## config.mk

```make
export PLATFORM = sky130hd
export DESIGN_NAME = rgse_front
export DESIGN_NICKNAME = d
export VERILOG_FILES = /design/src/rgse_pkg.sv /design/src/rgse_front.sv
export SDC_FILE = /design/constraint.sdc
export NUM_CORES = 1
export LEC_CHECK = 0
export BUFFER_PORTS_ARGS = -buffer_cell sky130_fd_sc_hd__buf_2
export CAP_MARGIN = 15
export CORE_ASPECT_RATIO = 0.8
export CORE_MARGIN = 2
export CORE_UTILIZATION = 40
export CTS_CLUSTER_SIZE = 25
export DETAILED_ROUTE_END_ITERATION = 10
export GPL_TIMING_DRIVEN = 0
export SLEW_MARGIN = 20
export SYNTH_ARGS = -nofsm -noshare
export SYNTH_HDL_FRONTEND = slang
export SYNTH_SLANG_ARGS = --single-unit
```

## constraint.sdc

```tcl
create_clock -name clk -period 13.4 [get_ports clk]
set_input_delay 0.67 -clock clk [delete_from_list [all_inputs] [get_ports clk]]
set_output_delay 0.67 -clock clk [all_outputs]
set_load 0.02 [all_outputs]
```

## src/rgse_pkg.sv

```systemverilog
`timescale 1ns / 1ps
// ----------------------------------------------------------------------------
// RGB gray Sobel edge stream - shared definitions
// Field widths, register codes, reset values, gray weights and the per-pixel
// flag group that travels from the front end to the back end.
// ----------------------------------------------------------------------------
package rgse_pkg;

  localparam int PIX_W   = 8;   // one color channel, one gray pixel
  localparam int CFG_W   = 12;  // configuration register width
  localparam int CFG_IDX_W = 1; // two registers
  localparam int PROD_W  = 24;  // weighted channel product / weighted sum

  localparam int DEFAULT_MAX_WIDTH  = 2048;
  localparam int DEFAULT_MAX_HEIGHT = 2048;
  localparam int QUEUE_DEPTH        = 4;

  // Register indexes on the configuration port.
  localparam logic [CFG_IDX_W-1:0] REG_IMAGE_WIDTH  = 1'd0;
  localparam logic [CFG_IDX_W-1:0] REG_IMAGE_HEIGHT = 1'd1;

  localparam logic [CFG_W-1:0] IMAGE_WIDTH_RESET  = 12'd640;
  localparam logic [CFG_W-1:0] IMAGE_HEIGHT_RESET = 12'd480;

  // BT.709 luma weights in unsigned Q0.16; they sum to exactly 65536.
  localparam logic [15:0] WEIGHT_RED   = 16'd13933;
  localparam logic [15:0] WEIGHT_GREEN = 16'd46871;
  localparam logic [15:0] WEIGHT_BLUE  = 16'd4732;

  localparam logic [PIX_W-1:0] EDGE_MAX = 8'd255;

  // What the back end must do with a pixel once it has updated its window.
  typedef struct packed {
    logic emit;    // centre (r-1,c-1) produces a result
    logic border;  // centre lies in the first row or first column
    logic last;    // centre is the last one of the frame
  } pix_flags_t;

  localparam int FLAGS_W = $bits(pix_flags_t);

endpackage

```

## src/rgse_front.sv

```systemverilog
`timescale 1ns / 1ps
// ----------------------------------------------------------------------------
// RGB gray Sobel edge stream - front end
// Holds the geometry registers, tracks the raster position of each accepted
// pixel, classifies it and converts it to gray before it enters the queue.
// ----------------------------------------------------------------------------
module rgse_front import rgse_pkg::*; #(
  parameter int MAX_WIDTH  = DEFAULT_MAX_WIDTH,
  parameter int MAX_HEIGHT = DEFAULT_MAX_HEIGHT,
  localparam int CW = $clog2(MAX_WIDTH),
  localparam int RW = $clog2(MAX_HEIGHT)
) (
  input  logic                 clk,
  input  logic                 rst,
  input  logic                 cfg_write,
  input  logic [CFG_IDX_W-1:0] cfg_index,
  input  logic [CFG_W-1:0]     cfg_data,
  input  logic                 in_valid,
  output logic                 in_ready,
  input  logic [PIX_W-1:0]     red,
  input  logic [PIX_W-1:0]     green,
  input  logic [PIX_W-1:0]     blue,
  input  logic                 frame_start,
  output logic                 q_valid,
  input  logic                 q_ready,
  output logic [PIX_W-1:0]     q_gray,
  output logic [CW-1:0]        q_col,
  output pix_flags_t           q_flags
);

  // Wide enough to hold the saturated geometry itself.
  localparam int WW = $clog2(MAX_WIDTH + 1);
  localparam int HW = $clog2(MAX_HEIGHT + 1);

  logic [CFG_W-1:0] image_width;
  logic [CFG_W-1:0] image_height;
  logic [WW-1:0]    w_eff;
  logic [HW-1:0]    h_eff;

  logic [CW-1:0] col_cnt;
  logic [RW-1:0] row_cnt;

  logic [WW-1:0] col_w, c_pos, c_inc, col_next;
  logic [HW-1:0] row_h, r_pos, r_inc, row_next;
  logic          wrap_pre;
  pix_flags_t    flags;

  logic              accept;
  logic              f1_valid;
  logic [PROD_W-1:0] f1_pr, f1_pg, f1_pb;
  logic [PROD_W-1:0] gray_sum;
  logic [CW-1:0]     f1_col;
  pix_flags_t        f1_flags;

  always_ff @(posedge clk) begin
    if (rst) begin
      image_width  <= IMAGE_WIDTH_RESET;
      image_height <= IMAGE_HEIGHT_RESET;
    end else if (cfg_write) begin
      case (cfg_index)
        REG_IMAGE_WIDTH:  image_width  <= cfg_data;
        REG_IMAGE_HEIGHT: image_height <= cfg_data;
        default: ;
      endcase
    end
  end

  // Geometry saturated to 3..MAX.
  always_comb begin
    if (image_width < 12'd3) begin
      w_eff = WW'(3);
    end else if (32'(image_width) > MAX_WIDTH) begin
      w_eff = WW'(MAX_WIDTH);
    end else begin
      w_eff = WW'(image_width);
    end
    if (image_height < 12'd3) begin
      h_eff = HW'(3);
    end else if (32'(image_height) > MAX_HEIGHT) begin
      h_eff = HW'(MAX_HEIGHT);
    end else begin
      h_eff = HW'(image_height);
    end
  end

  // Position of this pixel, then the position of the next one.
  always_comb begin
    col_w    = WW'(col_cnt);
    row_h    = HW'(row_cnt);
    wrap_pre = (col_w >= w_eff);
    r_pos    = wrap_pre ? row_h + HW'(1) : row_h;
    if (r_pos >= h_eff) begin
      r_pos = '0;
    end
    c_pos = wrap_pre ? '0 : col_w;
    if (frame_start) begin
      r_pos = '0;
      c_pos = '0;
    end

    c_inc = c_pos + WW'(1);
    r_inc = r_pos + HW'(1);
    if (c_inc >= w_eff) begin
      col_next = '0;
      row_next = (r_inc >= h_eff) ? '0 : r_inc;
    end else begin
      col_next = c_inc;
      row_next = r_pos;
    end

    flags.emit   = (r_pos != '0) && (c_pos != '0);
    flags.border = (r_pos == HW'(1)) || (c_pos == WW'(1));
    flags.last   = (r_pos == h_eff - HW'(1)) && (c_pos == w_eff - WW'(1));
  end

  assign in_ready = !f1_valid || q_ready;
  assign accept   = in_valid && in_ready;

  always_ff @(posedge clk) begin
    if (rst) begin
      col_cnt  <= '0;
      row_cnt  <= '0;
      f1_valid <= 1'b0;
    end else begin
      if (accept) begin
        col_cnt  <= CW'(col_next);
        row_cnt  <= RW'(row_next);
        f1_valid <= 1'b1;
      end else if (q_ready) begin
        f1_valid <= 1'b0;
      end
    end
  end

  // Weighted channels are registered; their sum feeds the queue.
  always_ff @(posedge clk) begin
    if (accept) begin
      f1_pr    <= PROD_W'(red)   * PROD_W'(WEIGHT_RED);
      f1_pg    <= PROD_W'(green) * PROD_W'(WEIGHT_GREEN);
      f1_pb    <= PROD_W'(blue)  * PROD_W'(WEIGHT_BLUE);
      f1_col   <= CW'(c_pos);
      f1_flags <= flags;
    end
  end

  assign gray_sum = f1_pr + f1_pg + f1_pb;
  assign q_valid  = f1_valid;
  assign q_gray   = gray_sum[PROD_W-1:PROD_W-PIX_W];
  assign q_col    = f1_col;
  assign q_flags  = f1_flags;

endmodule

```

# Yosys cells after proc, flatten, opt, wreduce, memory -nomap -nowiden
# Cells that the tools add are included.
[word_totals]
ff_bits = 126
input_bits = 43
out_inout_bits = 24
elab_cells = 60
[op_classes]
n_addsub = 7
multipliers = 3
magnitude_cmp = 8
eq_ne = 4
mux = 14
bitwise = 1
n_reduce_logical = 11
[ops]
columns = ["op", "n"]
rows = [
  ["$mux 12", 7],
  ["$mux 11", 5],
  ["$ge 12x12->1", 3],
  ["$add 11x1->12 const B", 2],
  ["$add 22x24->24", 1],
  ["$add 24x21->24", 1],
  ["$eq 12x1->1 const B", 2],
  ["$eq 12x12->1", 2],
  ["$gt 12x12->1 const B", 2],
  ["$lt 12x2->1 const B", 2],
  ["$mul 8x16->24 const B", 1],
  ["$reduce_bool 12->1", 2],
  ["$sub 12x1->12 const B", 2],
  ["$mul 8x14->22 const B", 1],
  ["$mul 8x11->19 const B", 1],
  ["$add 12x1->12 const B", 1],
  ["$ge 11x12->1", 1],
  ["$reduce_and 2->1", 2],
  ["$logic_and 1x1->1", 3],
  ["$logic_or 1x1->1", 2],
  ["$mux 1", 2],
  ["$reduce_bool 2->1", 1],
  ["$logic_not 1->1", 1],
  ["$not 1->1", 1],
]

# Longest topological paths before layout
[depth]
word_depth = 12
mapped_depth = 38
ltp_nobuf = 32

# Least setup slack after synthesis
# Ideal clock, no wire load.
[synth_timing]
path_kind = "reg2reg"
start = "reg image_width[3]"
end = "reg row_cnt[10]"
setup_ns = 0.086
arrival_time_ns = 7.348
required_ns = 13.314
slack_ns = 5.966
path_stages_with_launch = 38
n_path_buf = 6
path_cell_list = "dfxtp_1 > buf_6 > or4_4 > buf_6 > nor3_4 > o21ai_0 > inv_1 > ha_1 > nor2b_1 > o21ai_0 > a41o_1 > clkbuf_8 > a22oi_2 > or3_1 > and2_1 > clkbuf_1 > inv_1 > ha_1 > [2 not listed] > a2111oi_0 > nand2_2 > clkbuf_1 > nor2_1 > ha_1 > a21boi_0 > nand4_1 > nor4_1 > xnor2_1 > nor2_1 > ha_1 > and4_1 > a21oi_1 > and4b_1 > clkbuf_1 > nand3_1 > mux2_2 > a211oi_1"
[synth_via]
elab_chain_cells = 12
[synth_lines]
columns = ["element", "line_no", "text"]
rows = [
  ["start, declared", "rgse_front.sv:35", "logic [CFG_W-1:0] image_width;"],
  ["start signal, assigned", "rgse_front.sv:61", "REG_IMAGE_WIDTH: image_width <= cfg_data;"],
  ["$gt 12x12->1", "rgse_front.sv:72", "end else if (32'(image_width) > MAX_WIDTH) begin"],
  ["$mux 12", "rgse_front.sv:72", ""],
  ["$mux 12 (*)", "rgse_front.sv:70", "if (image_width < 12'd3) begin"],
  ["$ge 11x12->1", "rgse_front.sv:90", "wrap_pre = (col_w >= w_eff);"],
  ["$mux 12", "rgse_front.sv:91", "r_pos = wrap_pre ? row_h + HW'(1) : row_h;"],
  ["$ge 12x12->1", "rgse_front.sv:92", "if (r_pos >= h_eff) begin"],
  ["$mux 12", "rgse_front.sv:92", ""],
  ["$mux 12", "rgse_front.sv:96", "if (frame_start) begin"],
  ["$add 12x1->12", "rgse_front.sv:102", "r_inc = r_pos + HW'(1);"],
  ["$ge 12x12->1", "rgse_front.sv:105", "row_next = (r_inc >= h_eff) ? '0 : r_inc;"],
  ["$mux 11", "rgse_front.sv:105", ""],
  ["$mux 11 (*)", "rgse_front.sv:103", "if (c_inc >= w_eff) begin"],
  ["end signal, assigned", "rgse_front.sv:127", "row_cnt <= RW'(row_next);"],
  ["end, declared", "rgse_front.sv:41", "logic [RW-1:0] row_cnt;"],
]
# Every way passes the cells marked *; elsewhere a longest branch is shown, timed or not.
# A chain may end at the register's enable or synchronous reset.

# Worst setup path in the final report
[layout_timing]
start = "reg image_width[2]"
end = "reg row_cnt[10]"
# Same word-level chain as after synthesis.

==> results summary <==
The flow ran to the end, and the final reports show no timing, DRC or antenna violations. The worst setup path is captured at a register. The initial antenna violation count was 0. In this run the power density over the cells is about 180 nW/um2. In the final timing run, aggregate negative setup slack is 0 ns. Setup violations remaining at the end of the flow were counted as 0. The mean cell area of the mapped netlist came out at between 9 and 10 um2.

For this design the top-level I/O count stands at 67. The measured slew at the worst slew-check pin came out at 1.08 ns. The residual overflow from global routing is 0.

The fraction of registers with async set or reset after synthesis came out at 0%. The clock latency on the worst-skew pair came out at 0.44 ns. After synthesis the cells add up to 14000 um2. For this run, the total global-route usage over all layers was measured as about 20%. The flip-flop and latch count after synthesis is around 130.

In this run the most critical hold path is launched from cfg_data[6]. The post-route total power came out at ~2.8 mW. The via count of the first global-routing pass is between 10000 and 15000. The weighted congestion reported at the end of routability-driven placement came out at ~0.9. TritonCTS built the clock tree. Global routing consumed, on the met1 layer, a little under a third of the routing resources.

After layout, the worst path uses between 60% and 70% of the clock period. The level count of the clock H-tree came out at 4. Cells with a size suffix above 1 make up under 10% of the layout. The portion of synthesized cell area occupied by the leading cell type came out at between 20% and 30%. The via-per-instance ratio came out at 5.36. The number of design rule violations left after detail routing came out at 0. The number of sinks on the clock net is around 130. The maximum vdd ir drop is between 0.2 and 0.3 mV. Cell internal power was estimated by the tool at between 1.5 and 2 mW. In this run the horizontal extent of the chip is 213 um. In this design, the critical path's most frequently occurring cell is sky130_fd_sc_hd__ha_1.

For this run, the number of Yosys warnings is 0. The final number of hold-violating endpoints came to 0. Summing the sequential cell areas from Yosys gives 23.7% of the chip area. The row count is 61. The maximum clock insertion buffer count is 2.

The number of nets with antenna violations after detailed routing is 0. The worst hold margin is 0.480 ns. The number of CTS-inserted buffers is 17. The worst endpoint data arrival time is 9.69 ns. The library cell used most frequently in the layout, excluding fill and tap cells, is sky130_fd_sc_hd__ha_1. The overall routed net length came out at between 30000 and 40000 um. The final net count came out at between 1500 and 2000. For this design the static power due to leakage is 7.10 nW.

The clock group share of total power is 16.3%. After clock tree synthesis, the repair step resized 0 gates. The detailed router placed around 11000 vias in this run.

The critical path starts at image_width[2]. Net switching is between 40% and 50% of the power. Counting both buffers and inverters, the worst setup path holds a total of 6.

The synthesized design spends more area on one cell type than any other, namely sky130_fd_sc_hd__ha_1. The required arrival time at the worst endpoint came out at 13.75 ns. The worst setup path is launched from a register.

Leaving out fill and tap cells, the most frequent cells in the layout are sky130_fd_sc_hd__ha_1, sky130_fd_sc_hd__inv_1, sky130_fd_sc_hd__nand2_1. The area of all placed cells without fillers came out at roughly 15000 um2. The routing usage on met2 is between 20% and 30%. The post-CTS setup buffer count came out at 0. The path class of the tightest hold or removal check is input pin to register.

The category of the critical setup timing path is register to register. The most instantiated flip-flop cell in the synthesis netlist is sky130_fd_sc_hd__edfxtp_1. The distinct cell type count after synthesis came out at 82. The cell family contributing the most delay on the critical path is simple AND/OR/NAND/NOR gates. After global routing, the most crowded layer is met1. The number of maximum-capacitance constraint violations is 0. The worst flop-to-flop path startpoint is image_width[2]. The worst slew margin relative to its limit is 27.2%. The final number of max-transition violations is 0. Yosys mapped a number of flops with a built-in enable equal to 79. The number of hold-repair buffers added at the cts stage came out at 0.

Combinational logic burns roughly three fifths of the power. Before antenna repair, the detailed router went through 5 iterations. Input and output buffers added on the ports amount to 66. The total half-perimeter wirelength after legalization and detailed placement is around 29000 um. The clock transition at the registers of the reported paths is approximately 0.06 ns.

The total core area came out at 34600 um2. The relative area change from synthesis to final layout is 11.0%. The placed instances occupy a cell area of ~15000 um2. The tree is rooted in a sky130_fd_sc_hd__clkbuf_16. The first-iteration detailed-routing DRC count is between 800 and 900.

The met3 track demand over resource in global routing came out at around 3.4%. Yosys attributes the largest share of cell area to sky130_fd_sc_hd__ha_1, sky130_fd_sc_hd__edfxtp_1, sky130_fd_sc_hd__fa_1. The vertical die dimension came out at 171 um.

The critical-path maximum fanout is 10. The number of instances in the placed design came out at between 2000 and 2500. The initial core utilization came out at between 40 and 50%.

The highest-delay cell along the critical path is sky130_fd_sc_hd__a2111oi_0. The area of the die is approximately 36000 um2. Prior to clock tree synthesis, the placed netlist has a worst setup slack of between 4 and 5 ns.

The peak per-stage delay on the critical path came out at 0.61 ns. The largest net degree at the start of global routing is roughly 40. The share of power burned in registers is ~22%. The net switching component of the power is roughly 1.3 mW. The number of antenna cells inserted came out at 0. Setup slack closes at a little over 4 ns.

The count of non-filler cells in the finished layout came out at between 2000 and 2500. The net count after synthesis is between 1500 and 2000. Cells fill between 40% and 50% of the core in the end. The clock skew came out at 0.0133 ns. The first-pass GRT wire length is 56300 um.

The post-synthesis cell count came out at roughly 1500. The smallest clock period supported by the final layout is computed as a little over 9 ns. Setup repair after global routing left no endpoint under its margin. For this run, the top clock speed supported by timing is approximately 110 MHz.

The routed wirelength normalized by instance count came out at around 17 um.
path summary, 6_finish.rpt:
check | endpoint | slack [ns] | cells after the start
max | row_cnt[10] | 4.07 | 35
min | image_height[6] | 0.48 | 3
max reg2reg | row_cnt[10] | 4.07 | 35
min reg2reg | image_height[4] | 0.49 | 2
cells in the mapped netlist, types with 4 or more instances:
cell type	number
sky130_fd_sc_hd__o21bai_1	6
sky130_fd_sc_hd__nand3_1	43
sky130_fd_sc_hd__o21ai_0	40
sky130_fd_sc_hd__o21a_1	10
sky130_fd_sc_hd__nand4_1	16
sky130_fd_sc_hd__and3_1	14
sky130_fd_sc_hd__nand3b_1	7
sky130_fd_sc_hd__nor2b_1	13
sky130_fd_sc_hd__fa_1	101
sky130_fd_sc_hd__nor3b_1	4
sky130_fd_sc_hd__or2_2	12
sky130_fd_sc_hd__mux2i_1	5
sky130_fd_sc_hd__a22oi_1	5
sky130_fd_sc_hd__nand2_1	123
sky130_fd_sc_hd__and2_1	16
sky130_fd_sc_hd__nor2_1	75
sky130_fd_sc_hd__a211oi_1	14
sky130_fd_sc_hd__a21oi_1	93
sky130_fd_sc_hd__nor3_1	34
sky130_fd_sc_hd__mux2_2	4
sky130_fd_sc_hd__o211a_1	4
sky130_fd_sc_hd__a31oi_1	12
sky130_fd_sc_hd__dfxtp_1	47
sky130_fd_sc_hd__a221oi_1	7
sky130_fd_sc_hd__nand2b_1	14
sky130_fd_sc_hd__a21o_1	22
sky130_fd_sc_hd__a21boi_0	7
sky130_fd_sc_hd__or3_1	13
sky130_fd_sc_hd__clkbuf_1	28
sky130_fd_sc_hd__o31ai_1	5
sky130_fd_sc_hd__xor2_1	27
sky130_fd_sc_hd__ha_1	235
sky130_fd_sc_hd__nor4_1	15
sky130_fd_sc_hd__inv_1	181
sky130_fd_sc_hd__or4_1	4
sky130_fd_sc_hd__buf_6	5
sky130_fd_sc_hd__o211ai_1	7
sky130_fd_sc_hd__edfxtp_1	79
sky130_fd_sc_hd__a2111oi_0	4
sky130_fd_sc_hd__o22ai_1	4
sky130_fd_sc_hd__xnor2_1	59
state kept, by name (all words and copies together), names as in the netlist:
| signal | cells |
|---|---|
| image_height | 12 |
| q_flags | 3 |
| q_col | 11 |
| col_cnt | 11 |
| f1_pr | 22 |
| image_width | 12 |
| f1_pb | 19 |
| f1_pg | 24 |
| q_valid | 1 |
| row_cnt | 11 |
worst reg2reg max path, delay by kind of cell (launching register included):
kind | cells | cell delay (ns)
AND/OR/NAND/NOR | 13 | 3.18
AO/OA/AOI/OAI | 10 | 2.53
buffers and inverters | 6 | 1.41
adder cells (fa/ha/maj) | 4 | 1.29
flip-flops | 1 | 0.39
multiplexers | 1 | 0.28
XOR/XNOR | 1 | 0.19
layout make-up:
cell class,instances,area [um2]
clock buffer,17,425
fill,3363,19100
timing repair buffer,68,370
tap,472,591
sequential,126,3310
clock inverter,15,148
buffer,38,199
multi-input combinational,1131,9770
inverter,182,683
power by group through the flow:
stage                     combinational (mW)  sequential, mW  clock [mW]
after floorplan                         1.23           0.613           0
after global placement                  1.68           0.635           0
after detailed placement                1.70           0.631           0
after CTS                               1.73           0.627       0.465
after global routing                    1.93           0.636       0.480
final                                   1.71           0.624       0.455
kinds of logic after synthesis:
| logic type | count (synthesis) | share of synthesized area [%] |
|---|---|---|
| buffers and inverters | 220 | 6.29 |
| multiplexers | 10 | 0.789 |
| adder cells (fa/ha/maj) | 336 | 35.6 |
| flip-flops | 126 | 23.7 |
| AND/OR/NAND/NOR | 423 | 15.4 |
| XOR/XNOR | 86 | 5.40 |
| AO/OA/AOI/OAI | 276 | 12.9 |
per-layer routing:
layer | vias up | wire length [um]
met5 | - | 0
met4 | 0 | 296
met3 | 22 | 2110
met2 | 303 | 14300
met1 | 5256 | 18000
li1 | 5395 | -
(Power assumes the default switching activity.)
