**config.mk**
```make
export PLATFORM = sky130hd
export DESIGN_NAME = rgse_queue
export DESIGN_NICKNAME = d
export VERILOG_FILES = /design/src/rgse_pkg.sv /design/src/rgse_queue.sv
export SDC_FILE = /design/constraint.sdc
export NUM_CORES = 1
export LEC_CHECK = 0
export ABC_AREA = 1
export BUFFER_PORTS_ARGS = -buffer_cell sky130_fd_sc_hd__buf_2
export CAP_MARGIN = 20
export CORE_UTILIZATION = 43
export DETAILED_ROUTE_END_ITERATION = 10
export MAX_ROUTING_LAYER = met4
export PLACE_DENSITY_LB_ADDON = 0.25
export SLEW_MARGIN = 5
export SYNTH_ARGS = -nofsm -noshare
export SYNTH_HDL_FRONTEND = slang
export SYNTH_SLANG_ARGS = --single-unit
```
**constraint.sdc**
```tcl
create_clock -name clk -period 2.52 [get_ports clk]
set_input_delay 0.126 -clock clk [delete_from_list [all_inputs] [get_ports clk]]
set_output_delay 0.126 -clock clk [all_outputs]
set_load 0.02 [all_outputs]
```
**src/rgse_pkg.sv**
```systemverilog
`timescale 1ns / 1ps
// ----------------------------------------------------------------------------
// RGB gray Sobel edge stream - shared definitions
// Field widths, register codes, reset values, gray weights and the per-pixel
// flag group that travels from the front end to the back end.
// ----------------------------------------------------------------------------
package rgse_pkg;

  localparam int PIX_W   = 8;   // one color channel, one gray pixel
  localparam int CFG_W   = 12;  // configuration register width
  localparam int CFG_IDX_W = 1; // two registers
  localparam int PROD_W  = 24;  // weighted channel product / weighted sum

  localparam int DEFAULT_MAX_WIDTH  = 2048;
  localparam int DEFAULT_MAX_HEIGHT = 2048;
  localparam int QUEUE_DEPTH        = 4;

  // Register indexes on the configuration port.
  localparam logic [CFG_IDX_W-1:0] REG_IMAGE_WIDTH  = 1'd0;
  localparam logic [CFG_IDX_W-1:0] REG_IMAGE_HEIGHT = 1'd1;

  localparam logic [CFG_W-1:0] IMAGE_WIDTH_RESET  = 12'd640;
  localparam logic [CFG_W-1:0] IMAGE_HEIGHT_RESET = 12'd480;

  // BT.709 luma weights in unsigned Q0.16; they sum to exactly 65536.
  localparam logic [15:0] WEIGHT_RED   = 16'd13933;
  localparam logic [15:0] WEIGHT_GREEN = 16'd46871;
  localparam logic [15:0] WEIGHT_BLUE  = 16'd4732;

  localparam logic [PIX_W-1:0] EDGE_MAX = 8'd255;

  // What the back end must do with a pixel once it has updated its window.
  typedef struct packed {
    logic emit;    // centre (r-1,c-1) produces a result
    logic border;  // centre lies in the first row or first column
    logic last;    // centre is the last one of the frame
  } pix_flags_t;

  localparam int FLAGS_W = $bits(pix_flags_t);

endpackage

```
**src/rgse_queue.sv**
```systemverilog
`timescale 1ns / 1ps
// ----------------------------------------------------------------------------
// RGB gray Sobel edge stream - pixel queue
// Small first-in first-out buffer between the front end and the back end.
// ----------------------------------------------------------------------------
module rgse_queue import rgse_pkg::*; #(
  parameter int DATA_W = 16,
  parameter int DEPTH  = QUEUE_DEPTH,
  localparam int PW = (DEPTH > 1) ? $clog2(DEPTH) : 1,
  localparam int NW = $clog2(DEPTH + 1)
) (
  input  logic              clk,
  input  logic              rst,
  input  logic              in_valid,
  output logic              in_ready,
  input  logic [DATA_W-1:0] in_data,
  output logic              out_valid,
  input  logic              out_ready,
  output logic [DATA_W-1:0] out_data
);

  logic [DATA_W-1:0] slots [DEPTH];
  logic [PW-1:0]     wr_ptr, rd_ptr;
  logic [NW-1:0]     count;
  logic              push, pop;

  assign in_ready  = (count != NW'(DEPTH));
  assign out_valid = (count != '0);
  assign push      = in_valid && in_ready;
  assign pop       = out_valid && out_ready;
  assign out_data  = slots[rd_ptr];

  always_ff @(posedge clk) begin
    if (rst) begin
      wr_ptr <= '0;
      rd_ptr <= '0;
      count  <= '0;
    end else begin
      if (push) begin
        wr_ptr <= (wr_ptr == PW'(DEPTH - 1)) ? '0 : wr_ptr + PW'(1);
      end
      if (pop) begin
        rd_ptr <= (rd_ptr == PW'(DEPTH - 1)) ? '0 : rd_ptr + PW'(1);
      end
      if (push && !pop) begin
        count <= count + NW'(1);
      end else if (pop && !push) begin
        count <= count - NW'(1);
      end
    end
  end

  always_ff @(posedge clk) begin
    if (push) begin
      slots[wr_ptr] <= in_data;
    end
  end

endmodule

```
======== After elaboration in Yosys (flattened, before gate mapping) ========
Memories as Yosys holds them, arrays and structs flattened. A register that Yosys moved wholly into a read port is not among the register bits.
Index checks and enable logic that the tools add are counted.
cells by class
  $add $sub $neg .......................... 4
  eq/ne operators ......................... 3
  multiplexer cells ....................... 8
  reduce and logical (&&, ||, !) cells .... 8
operators by type and width
  cell                 number
  $mux 2               4
  $mux 3               2
  $add 2x1->2 const B  2
  $eq 2x2->1 const B   2
  $logic_and 1x1->1    4
  $add 3x1->3 const B  1
  $ne 3x3->1 const B   1
  $reduce_bool 3->1    1
  $sub 3x1->3 const B  1
  $logic_not 1->1      2
  $mux 1               2
  $reduce_bool 2->1    1
word-level totals
  flip-flop bits (word level) ............. 7
  RAM bits ................................ 64
  word-level logic and storage cells ...... 27
  memories ................................ 1
memory list
  name   words  width  read ports  clocked after memory_dff  write ports  RTL line          RTL
  slots  4      16     1           1                         1            rgse_queue.sv:22  logic [DATA_W-1:0] slots [DEPTH];

======== Depth between registers and ports, before layout ========
Gate-level depths: netlist (run 1).
  depth after elaboration ................. 6
  depth in mapped cells ................... 13
  mapped depth without buffers ............ 13

======== Worst setup path after synthesis (run 1) ========
Ideal clock, no wire load.
  path kind ............................... register to register
  start ................................... reg count[0]
  end ..................................... mem slots[0][0], enable pin
  setup time .............................. 0.389 ns
  arrival time ............................ 1.415 ns
  slack ................................... 0.716 ns
  stages on the path, launching flop included .. 5
  buffers on the path ..................... 0
  clock period less this slack ............ 1.804 ns
  cells stage by stage .................... dfxtp_1 -> nor2_2 -> nand2_2 -> nand2_2 -> nor2_1
between the ends
  longest elaborated chain between the ends .. 4
RTL lines
  what                          RTL line          RTL
  start, declared               rgse_queue.sv:24  logic [NW-1:0] count;
  start signal, assigned        rgse_queue.sv:46  count <= count + NW'(1);
  start signal, assigned        rgse_queue.sv:48  count <= count - NW'(1);
  $ne 3x3->1                    rgse_queue.sv:27  assign in_ready = (count != NW'(DEPTH));
  via in_ready                  rgse_queue.sv:15  output logic in_ready,
  $logic_and 1x1->1             rgse_queue.sv:29  assign push = in_valid && in_ready;
  $mux 1                        rgse_queue.sv:54  if (push) begin
  $mux 1 (not written as such)  rgse_queue.sv:55  slots[wr_ptr] <= in_data;
  end, declared                 rgse_queue.sv:22
The timed path passes the listed nets, and every way through them passes these cells.

==> flow_metrics.py, run 1 <==
metrics = {
    "layout": {
        "fin_nets": 315,
        "seq_area_sq_um": 2102,
        "synthToLayoutAreaGrowth_pct": 20.16,
        "finalNonFillerCells": 369,
        "final_area_sq_um": 3505,
        "multi_input_area_sq_um": 681.9,
        "antenna_cells": 0,
        "final_util_pct": 54.26,
        "drive_gt1_share_pct": 24.32,
        "nFillCells": 584,
    },
    "sta": {
        "skew_ps": 6.073,
        "relSlewSlack_pct": 59.70,
        "finalSetupTns_ps": 0,
        "worst_hold_slack_ps": 17.40,
        "post-route-period-util_pct": 77.13,
        "grt_setup_unrepaired": "false",
        "finalMaxSlewViolations": 0,
        "period_minus_slack_ps": 1944,
        "worstMarginPinSlew_ps": 603.6,
        "setup_viol": 0,
        "max_freq_mhz": 514.5,
        "hold_violations": 0,
        "fin_ws_ps": 576.3,
    },
    "placed_design": {
        "port_buffers": 37,
        "dp.cells": 338,
        "dp_slack_ps": 704.2,
        "place.gp.congestion": 0.7367,
        "place_area_sq_um": 3193,
        "dpl.hpwl_mm": 3.146,
    },
    "clock_tree": {
        "cts.htree.levels": 3,
        "path_clk_slew_ps": 60,
        "clk_latency_ps": 340,
        "cts_buffer_depth": 2,
        "postCtsSetupBuffers": 0,
        "root_buffer": "clkbuf_8",
        "cts_buffers": 9,
        "cts.sinks": 73,
        "cts-resized-gates": 0,
        "cts_tree": "yes",
    },
    "global_route": {
        "top_usage_layer": "met2",
        "overflow": 0,
        "first_global_vias": 1811,
        "use_met1_pct": 19.38,
        "antenna_found_initial": 0,
        "met3_usage_pct": 3.540,
        "met2_usage_pct": 27.94,
        "grt.total_usage_pct": 16.98,
        "grt_max_degree": 33,
        "grt_first_pass_wirelength_mm": 8.680,
    },
    "synthesis": {
        "synth-xor-area-share_pct": 0.3003,
        "synth.area.mux_share_pct": 0,
        "yosys_register_bits": 73,
        "ys_warn_count": 0,
        "synth_area_per_cell_sq_um": 13.08,
        "syn_inst": 223,
        "netlist_area_sq_um": 2917,
        "synth.distinct_cells": 23,
        "ys_seq_area_share_pct": 72.07,
        "synthAdderAreaFrac_pct": 3.260,
        "synth_nets": 250,
        "synth-compound-area-share_pct": 10.47,
        "synth_simple_gate_area_share_pct": 9.352,
        "synth_top_family_by_area": "compound AO/OA/AOI/OAI gates",
    },
    "die": {
        "ioPinCount": 38,
        "fp.dieArea_sq_um": 7116,
        "initial_core_util_pct": 45.16,
        "die_x_um": 84.36,
        "die_h_um": 84.36,
        "placementRows": 29,
        "core_area_sq_um": 6459,
    },
    "pwr": {
        "total_power_mw": 3.514,
        "peakVddDrop_mv": 0.6314,
        "power_density_nw_per_um2": 1003,
        "leakage_nw": 1.342,
    },
    "run_status": {
        "outcome": "finished with violations",
        "violations": "DRC",
    },
    "setup_path": {
        "crit_required_ps": 2390,
        "cp-end-kind": "primary output",
        "worst-setup-path-type": "reg2out",
        "crit_path_start_kind": "flop",
        "crit_arrival_ps": 1820,
        "critical_path.max_fanout": 32,
    },
    "drt": {
        "wirelength_mm": 5.158,
        "vias": 1825,
        "drtPass1Iterations": 7,
        "drt-wirelength-per-cell_um": 13.98,
        "drc": 6,
        "ant_nets": 0,
        "drt_iter0_markers": 109,
        "vias_per_cell": 4.946,
    },
    "run": {
        "drv_cap": 0,
    },
    "hold_path": {
        "min_path_type": "in2reg",
    },
}
==> power breakdown <==
part	leakage, nW	internal (mW)	total [mW]	switching (mW)
sequential	0.661	1.48	1.55	0.0700
combinational	0.597	0.424	1.23	0.806
clock	0.0831	0.341	0.729	0.388
total	1.34	2.25	3.51	1.26
==> registers in the layout, indices dropped and copies added (netlist names), named ones only <==
signal  flops
slots      64
count       3
rd_ptr      2
wr_ptr      2
==> path summary, 6_finish.rpt <==
path               from            to  slack [ps]  depth (start not counted)
min reg2reg   rd_ptr[1]     rd_ptr[1]         540                          2
max reg2reg    count[1]      count[1]         700                          9
min          in_data[0]   slots[3][0]          20                          1
max                flop  out_data[10]         580                          5
==> synth_stat cells <==
library cell	n	share of area, %
edfxtp_1	64	66
nor2_1	48	6.2
o21ai_1	25	4.3
inv_1	14	1.8
o22ai_1	13	2.8
nand2_1	11	1.4
dfxtp_1	9	6.2
ha_1	6	2.6
o21ai_0	5	0.86
buf_6	4	1.5
buf_4	3	0.77
nand2_2	3	0.64
o21ai_2	3	0.90
o22ai_2	3	1.3
a21oi_1	2	0.34
inv_2	2	0.26
nand3b_1	2	0.51
buf_2	1	0.17
fa_1	1	0.69
nand3_1	1	0.17
nand4_1	1	0.21
nor2_2	1	0.21
xor2_1	1	0.30
==> area by class of cell <==
cell class	instances	area share (%)
clock buffer	10	3.642
clock inverter	5	0.6783
inverter	16	1.714
multi-input combinational	126	19.46
sequential	73	59.98
tap	77	2.749
timing repair buffer	62	11.78
==> cell families (layout without fill, tap and decap cells) <==
logic type | after synthesis | count (layout)
buf+inv | 24 | 93
xor+xnor | 1 | 1
fa+ha+maj | 7 | 7
simple gates | 67 | 67
compound gates | 51 | 51
flops | 73 | 73
==> cell usage in the layout (no fill, tap or decap) <==
cell type and n:
xor2_1 1, nand3_1 1, inv_2 2, clkbuf_1 1, o21ai_2 3, edfxtp_1 64
a21oi_1 2, nand2_2 3, clkinv_2 4, dlygate4sd3_1 16, nor2_2 1, o21ai_1 25
dfxtp_1 9, nand4_1 1, o22ai_1 13, nor2_1 48, buf_4 9, ha_1 6
clkbuf_8 9, o22ai_2 3, nand2_1 11, clkinv_1 1, buf_2 37, o21ai_0 5
nand3b_1 2, fa_1 1, inv_1 14
==> routing by layer <==
layer	vias up	routed length [um]
met5	-	0
met2	29	2567
li1	924	-
met1	862	2290
met4	0	124
met3	10	176
==> worst max-delay path, stage by stage (launching register included) <==
cell     delay (ps)
dfxtp_1         310
buf_4           180
inv_2           460
nor2_1           90
o22ai_1         230
buf_2           200
==> repair_timing <==
action / 4_1_cts / 5_1_grt
endpoints found under the setup margin: 0 / 0
endpoints found under the hold margin: 58 / 0
hold buffers: 16 / 0
No activity file was read; power rests on OpenSTA's default activity.
==> run 2, diff against run 1 <==
--- a/config.mk
+++ b/config.mk
@@ -5,7 +5,7 @@
 export SDC_FILE = /design/constraint.sdc
 export NUM_CORES = 1
 export LEC_CHECK = 0
-export ABC_AREA = 1
+export ABC_AREA = 0
 export BUFFER_PORTS_ARGS = -buffer_cell sky130_fd_sc_hd__buf_2
 export CAP_MARGIN = 20
 export CORE_UTILIZATION = 43
==> constraint.sdc (replaced) <==
create_clock -name clk -period 1.8 [get_ports clk]
set_input_delay 0.09 -clock clk [delete_from_list [all_inputs] [get_ports clk]]
set_output_delay 0.09 -clock clk [all_outputs]
set_load 0.02 [all_outputs]
==> run 2 against run 1 <==
The flow finishes with violations (setup timing). Clock skew hardly changed. Clock power is 59% higher. Total power is 37% higher. Critical endpoint is now count[2].
==> flow_metrics.py, run 2 <==
metrics = {
    "run_status": {
        "outcome": "finished with violations",
        "violations": "setup timing",
    },
    "setup_path": {
        "crit_arrival_ps": 2200,
        "crit_path_start_kind": "flop",
        "worst-setup-path-type": "reg2reg",
        "slowest_delay_ps": 360,
        "cp-end-kind": "flop",
        "worst_path_dominant_cell_family": "simple AND/OR/NAND/NOR gates",
        "path_cells": "or3b_4 > and2_4 > ha_4 > inv_2 > fa_2 > xor2_2 > or3_4 > a21oi_2",
        "crit_buf_inv": 1,
        "critical_path.max_fanout": 3,
        "r2r_cells": 8,
        "worst_path_max_delay_cell": "dfxtp_4",
        "crit_required_ps": 2050,
        "cp.depth": 8,
    },
    "layout": {
        "nFillCells": 478,
        "multi_input_area_sq_um": 690.7,
        "antenna_cells": 0,
        "reg.largest.list": "slots (64), count (3)",
        "final_cell_mix": "64 x edfxtp_1, 37 x buf_2, 16 x mux4_2, 16 x dlygate4sd3_1, 13 x buf_4",
        "largest_register_ff_count": 64,
        "final_common_cell": "edfxtp_1",
        "drive_gt1_share_pct": 46.38,
        "fin_nets": 230,
        "synthToLayoutAreaGrowth_pct": 26.44,
        "largest-register": "slots",
        "final_area_sq_um": 3525,
        "seq_area_sq_um": 2111,
    },
    "die": {
        "ioPinCount": 38,
        "initial_core_util_pct": 45.73,
        "fp.dieArea_sq_um": 6809,
        "placementRows": 28,
        "die_h_um": 82.52,
        "die_x_um": 82.52,
        "core_area_sq_um": 6096,
    },
    "drt": {
        "vias_per_cell": 5.089,
        "drtPass1Iterations": 4,
        "drt_iter0_markers": 99,
        "ant_nets": 0,
        "drc": 0,
        "drt-wirelength-per-cell_um": 17.15,
        "wirelength_mm": 4.835,
        "vias": 1435,
    },
    "sta": {
        "post-route-period-util_pct": 108.2,
        "grt_setup_unrepaired": "true",
        "finalSetupTns_ps": -230.1,
        "hold_violations": 0,
        "finalMaxSlewViolations": 0,
        "setup_viol": 2,
        "period_minus_slack_ps": 1947,
        "max_freq_mhz": 513.6,
        "relSlewSlack_pct": 70.24,
        "worstMarginPinSlew_ps": 446.3,
        "skew_ps": 6.331,
        "fin_ws_ps": -147.0,
    },
    "pwr": {
        "p_int_mw": 3.412,
        "swShare_pct": 29.21,
        "total_power_mw": 4.820,
        "clock_power_share_pct": 24.0,
        "leakage_nw": 1.270,
        "p_seq_share_pct": 45.3,
        "comb_power_share_pct": 30.7,
        "power_density_nw_per_um2": 1367,
        "p_sw_mw": 1.408,
        "peakVddDrop_mv": 0.8192,
    },
    "synthesis": {
        "synthFlopType": "edfxtp_1",
        "synth.most_common_cell": "edfxtp_1",
        "synth_top_cell_area_share_pct": 68.94,
        "ys_warn_count": 0,
        "synth_edf_count": 64,
        "synth_nets": 159,
        "synthTopCellsByCount": "64 x edfxtp_1, 16 x mux4_2, 9 x dfxtp_1",
        "syn_inst": 132,
        "netlist_area_sq_um": 2788,
        "yosys.area.top_type": "edfxtp_1",
        "synth_area_leaders": "edfxtp_1 69%, mux4_2 13%, dfxtp_1 6.5%, ha_1 2.7%, mux2i_1 1.1%",
        "synth.distinct_cells": 26,
        "async_flop_share_pct": 0,
        "synth_area_per_cell_sq_um": 21.12,
        "ys_seq_area_share_pct": 75.40,
        "yosys_register_bits": 73,
    },
    "placed_design": {
        "dpl.hpwl_mm": 3.054,
        "place.gp.congestion": 0.7262,
        "port_buffers": 37,
        "place_area_sq_um": 3157,
    },
    "global_route": {
        "grt_max_degree": 17,
        "grt_first_pass_wirelength_mm": 7.514,
        "antenna_found_initial": 0,
        "first_global_vias": 1561,
        "grt.total_usage_pct": 16.59,
        "overflow": 0,
    },
    "clock_tree": {
        "path_clk_slew_ps": 70,
        "cts_tree": "yes",
        "cts_buffers": 9,
        "cts_buffer_depth": 2,
        "root_buffer": "clkbuf_8",
        "clk_latency_ps": 320,
        "cts.htree.levels": 3,
        "cts.sinks": 73,
    },
    "hold_path": {
        "min_path_type": "in2reg",
        "hold_depth": 2,
    },
    "run": {
        "drv_cap": 0,
    },
}
run 2: cell types whose count changed after synthesis, sizes merged, moves of 5 or more:
| cell | before | now |
|---|---|---|
| nor2 | 49 | 3 |
| o21ai | 33 | 1 |
| mux4 | 0 | 16 |
| o22ai | 16 | 0 |
| inv | 16 | 3 |
| nand2 | 14 | 1 |
| buf | 8 | 3 |
run 2: power groups by stage:
stage / registers (mW) / logic [mW] / clock network, mW
after floorplan: 2.18 / 0.948 / 0
after global placement: 2.18 / 1.34 / 0
after detailed placement: 2.20 / 1.40 / 0
after CTS: 2.18 / 1.48 / 1.17
after global routing: 2.20 / 1.60 / 1.26
final: 2.18 / 1.48 / 1.16
run 2: final timing paths:
path             start  slack (ps)        end
min reg2reg  wr_ptr[1]         520  wr_ptr[1]
max           count[2]        -150   count[2]
max reg2reg   count[2]        -150   count[2]
min                rst          30   count[2]
run 2: logic make-up (layout without fill, tap and decap cells):
group | after synthesis | in the layout | share of synthesized area [%]
multiplexers | 19 | 19 | 14.00
adder cells (fa/ha/maj) | 7 | 7 | 3.411
AO/OA/AOI/OAI | 5 | 5 | 1.257
XOR/XNOR | 2 | 2 | 0.6285
AND/OR/NAND/NOR | 17 | 17 | 3.815
buffers and inverters | 9 | 84 | 1.481
flip-flops | 73 | 73 | 75.40
run 2: repair_timing:
item                                   CTS  global route
pin swaps                                3             2
hold buffers                            16             0
setup endpoints to repair                2             2
endpoints found under the hold margin   64             0
buffers inserted                         0             1
resized for setup                        4             1
run 2: cell type report:
class	count	area share, %
multi-input combinational	50	19.60
clock buffer	10	3.621
clock inverter	5	1.349
sequential	73	59.89
inverter	3	0.3195
tap	75	2.662
timing repair buffer	66	12.57
run 2: worst register-to-register path, stage by stage (launching register included):
cell	delay (ps)
dfxtp_4	360
or3b_4	240
and2_4	150
ha_4	130
inv_2	30
fa_2	340
xor2_2	160
or3_4	340
a21oi_2	120
run 2: metal layers:
layer  wire length (um)  vias to the layer above  global-route usage [%]
met5                  0                        -                       -
met4                127                        0                   9.828
met3                182                       14                   3.626
met2               2564                       36                   27.77
met1               1961                      714                   18.23
li1                   -                      671                       -
run 2: metrics by stage:
stage	util [%]	worst slack, ps	hold WS (ps)	instances
5_1_grt	57.82	-179.7	25.46	282
3_5_place_dp	51.79	-180.1	309.6	250
3_3_place_gp	51.79	-61.86	298.8	250
2_1_floorplan	-	-191.0	188.9	132
4_1_cts	57.66	-125.0	16.74	281
6_report	57.82	-147.0	32.69	282
==> run 3, diff against run 2 <==
--- a/config.mk
+++ b/config.mk
@@ -8,6 +8,9 @@
 export ABC_AREA = 0
 export BUFFER_PORTS_ARGS = -buffer_cell sky130_fd_sc_hd__buf_2
 export CAP_MARGIN = 20
+export CELL_PAD_IN_SITES_DETAIL_PLACEMENT = 0
+export CELL_PAD_IN_SITES_GLOBAL_PLACEMENT = 2
+export CORE_MARGIN = 2
 export CORE_UTILIZATION = 43
 export DETAILED_ROUTE_END_ITERATION = 10
 export MAX_ROUTING_LAYER = met4
==> constraint.sdc (replaced) <==
create_clock -name clk -period 1.8 [get_ports clk]
set_input_delay 0.09 -clock clk [delete_from_list [all_inputs] [get_ports clk]]
set_output_delay 0.09 -clock clk [all_outputs]
set_load 0.1 [all_outputs]
==> run 3 against run 2 <==
The run still ends with setup timing left. Sequential cell count stayed put. First-iteration DRC count fell by 3.0%. Combinational power increased by 79%. Highest routed layer unchanged.
==> flow_metrics.py, run 3 (synthesized netlist as in run 2, its figures left out) <==
metrics = {
    "sta": {
        "period_minus_slack_ps": 1943,
        "setup_viol": 2,
        "hold_violations": 0,
        "post-route-period-util_pct": 107.9,
        "max_freq_mhz": 514.7,
        "finalSetupTns_ps": -222.8,
        "finalMaxSlewViolations": 0,
        "relSlewSlack_pct": 67.79,
        "worst_hold_slack_ps": 22.37,
        "skew_ps": 5.630,
        "grt_setup_unrepaired": "true",
        "fin_ws_ps": -143.0,
        "worstMarginPinSlew_ps": 486.5,
    },
    "layout": {
        "final_area_sq_um": 3622,
        "synthToLayoutAreaGrowth_pct": 29.94,
        "finalNonFillerCells": 283,
        "drive_gt1_share_pct": 46.60,
        "final_util_pct": 57.37,
        "fin_nets": 228,
        "antenna_cells": 0,
        "largest-register": "slots",
        "final_cell_mix": "64 x edfxtp_1, 21 x buf_2, 16 x mux4_2, 16 x dlygate4sd3_1",
        "reg.largest.list": "slots (64), count (3)",
        "largest_register_ff_count": 64,
        "final_common_cell": "edfxtp_1",
    },
    "die": {
        "placementRows": 29,
        "core_area_sq_um": 6314,
        "initial_core_util_pct": 44.15,
        "die_h_um": 84.52,
        "ioPinCount": 38,
        "die_x_um": 84.52,
        "fp.dieArea_sq_um": 7143,
    },
    "clock_tree": {
        "postCtsSetupBuffers": 0,
        "path_clk_slew_ps": 70,
        "cts.sinks": 73,
        "cts_tree": "yes",
        "clk_latency_ps": 350,
        "cts_buffers": 9,
        "cts_buffer_depth": 2,
        "root_buffer": "clkbuf_8",
        "cts.htree.levels": 3,
    },
    "placed_design": {
        "dp.cells": 251,
        "port_buffers": 37,
        "place_area_sq_um": 3164,
        "place.gp.congestion": 0.7217,
        "dpl.hpwl_mm": 2.975,
    },
    "run_status": {
        "outcome": "finished with violations",
        "violations": "setup timing",
    },
    "global_route": {
        "overflow": 0,
        "grt.total_usage_pct": 15.01,
        "grt_max_degree": 17,
        "grt_first_pass_wirelength_mm": 7.527,
        "first_global_vias": 1530,
        "antenna_found_initial": 0,
    },
    "setup_path": {
        "critical_path.max_fanout": 3,
        "crit_path_start_kind": "flop",
        "reg2reg_from": "count[2]",
        "crit_required_ps": 2070,
        "r2r_cells": 8,
        "cp-end-kind": "flop",
        "r2r-end": "count[2]",
        "worst-setup-path-type": "reg2reg",
        "crit_arrival_ps": 2220,
        "regToRegSetupSlack_ps": -140,
    },
    "drt": {
        "vias_per_cell": 5.021,
        "ant_nets": 0,
        "wirelength_mm": 4.646,
        "vias": 1421,
        "drc": 0,
        "drtPass1Iterations": 4,
        "drt_iter0_markers": 96,
        "drt-wirelength-per-cell_um": 16.42,
    },
    "run": {
        "drv_cap": 0,
    },
    "pwr": {
        "leakage_nw": 1.297,
        "power_density_nw_per_um2": 1669,
        "peakVddDrop_mv": 1.289,
    },
    "hold_path": {
        "min-delay-start": "rst",
        "holdPathEnd": "count[2]",
        "min_path_type": "in2reg",
        "hold_depth": 2,
    },
}
## run 3: stage by stage
stage,power (mW),setup slack [ps]
2_1_floorplan,4.177,-298.3
3_3_place_gp,4.552,-58.75
3_5_place_dp,4.625,-176.3
4_1_cts,5.994,-128.6
5_1_grt,6.281,-187.1
6_report,6.044,-143.0
## run 3: where the power goes
group / internal [mW] / total, mW / switching, mW
sequential: 2.07 / 2.17 / 0.0936
clock: 0.644 / 1.23 / 0.589
combinational: 0.854 / 2.65 / 1.79
total: 3.57 / 6.04 / 2.47
## run 3: metal layers
| metal | wire length (um) | vias up | GRT usage [%] |
|---|---|---|---|
| met5 | 0 | - | - |
| met4 | 107 | 0 | 7.792 |
| met3 | 200 | 9 | 4.818 |
| met2 | 2488 | 38 | 25.13 |
| met1 | 1851 | 708 | 15.84 |
| li1 | - | 666 | - |
## run 3: timing repair
action,in CTS,in global routing
gates resized for setup,16,17
hold buffers,16,0
endpoints found under the setup margin,16,14
gates cloned,0,0
hold endpoints to repair,64,0
pin swaps,4,0
## run 3: worst max path at each step
stage / cells past startpoint / slack [ps] / to / start
after floorplan: 9 / -300 / count[2] / count[2]
after global placement: 7 / -60 / count[2] / count[1]
after detailed placement: 7 / -180 / count[2] / count[1]
after CTS: 8 / -130 / count[2] / count[2]
after global routing: 8 / -190 / count[2] / count[2]
final: 8 / -140 / count[2] / count[2]
## run 3: cell type report
type / count / area (sq um)
inverter: 3 / 11.26
clock inverter: 6 / 68.82
timing repair buffer: 64 / 529.3
sequential: 73 / 2106
tap: 77 / 96.34
clock buffer: 10 / 127.6
fill: 467 / 2691
multi-input combinational: 50 / 683.2
## run 3: critical path, cell delays in order, from the launching register on
cell and delay, ps:
dfxtp_2 370, or3b_4 390, and2_4 160, ha_4 160
inv_2 50, fa_2 190, xor2_1 90, or3_4 330
a21oi_2 140
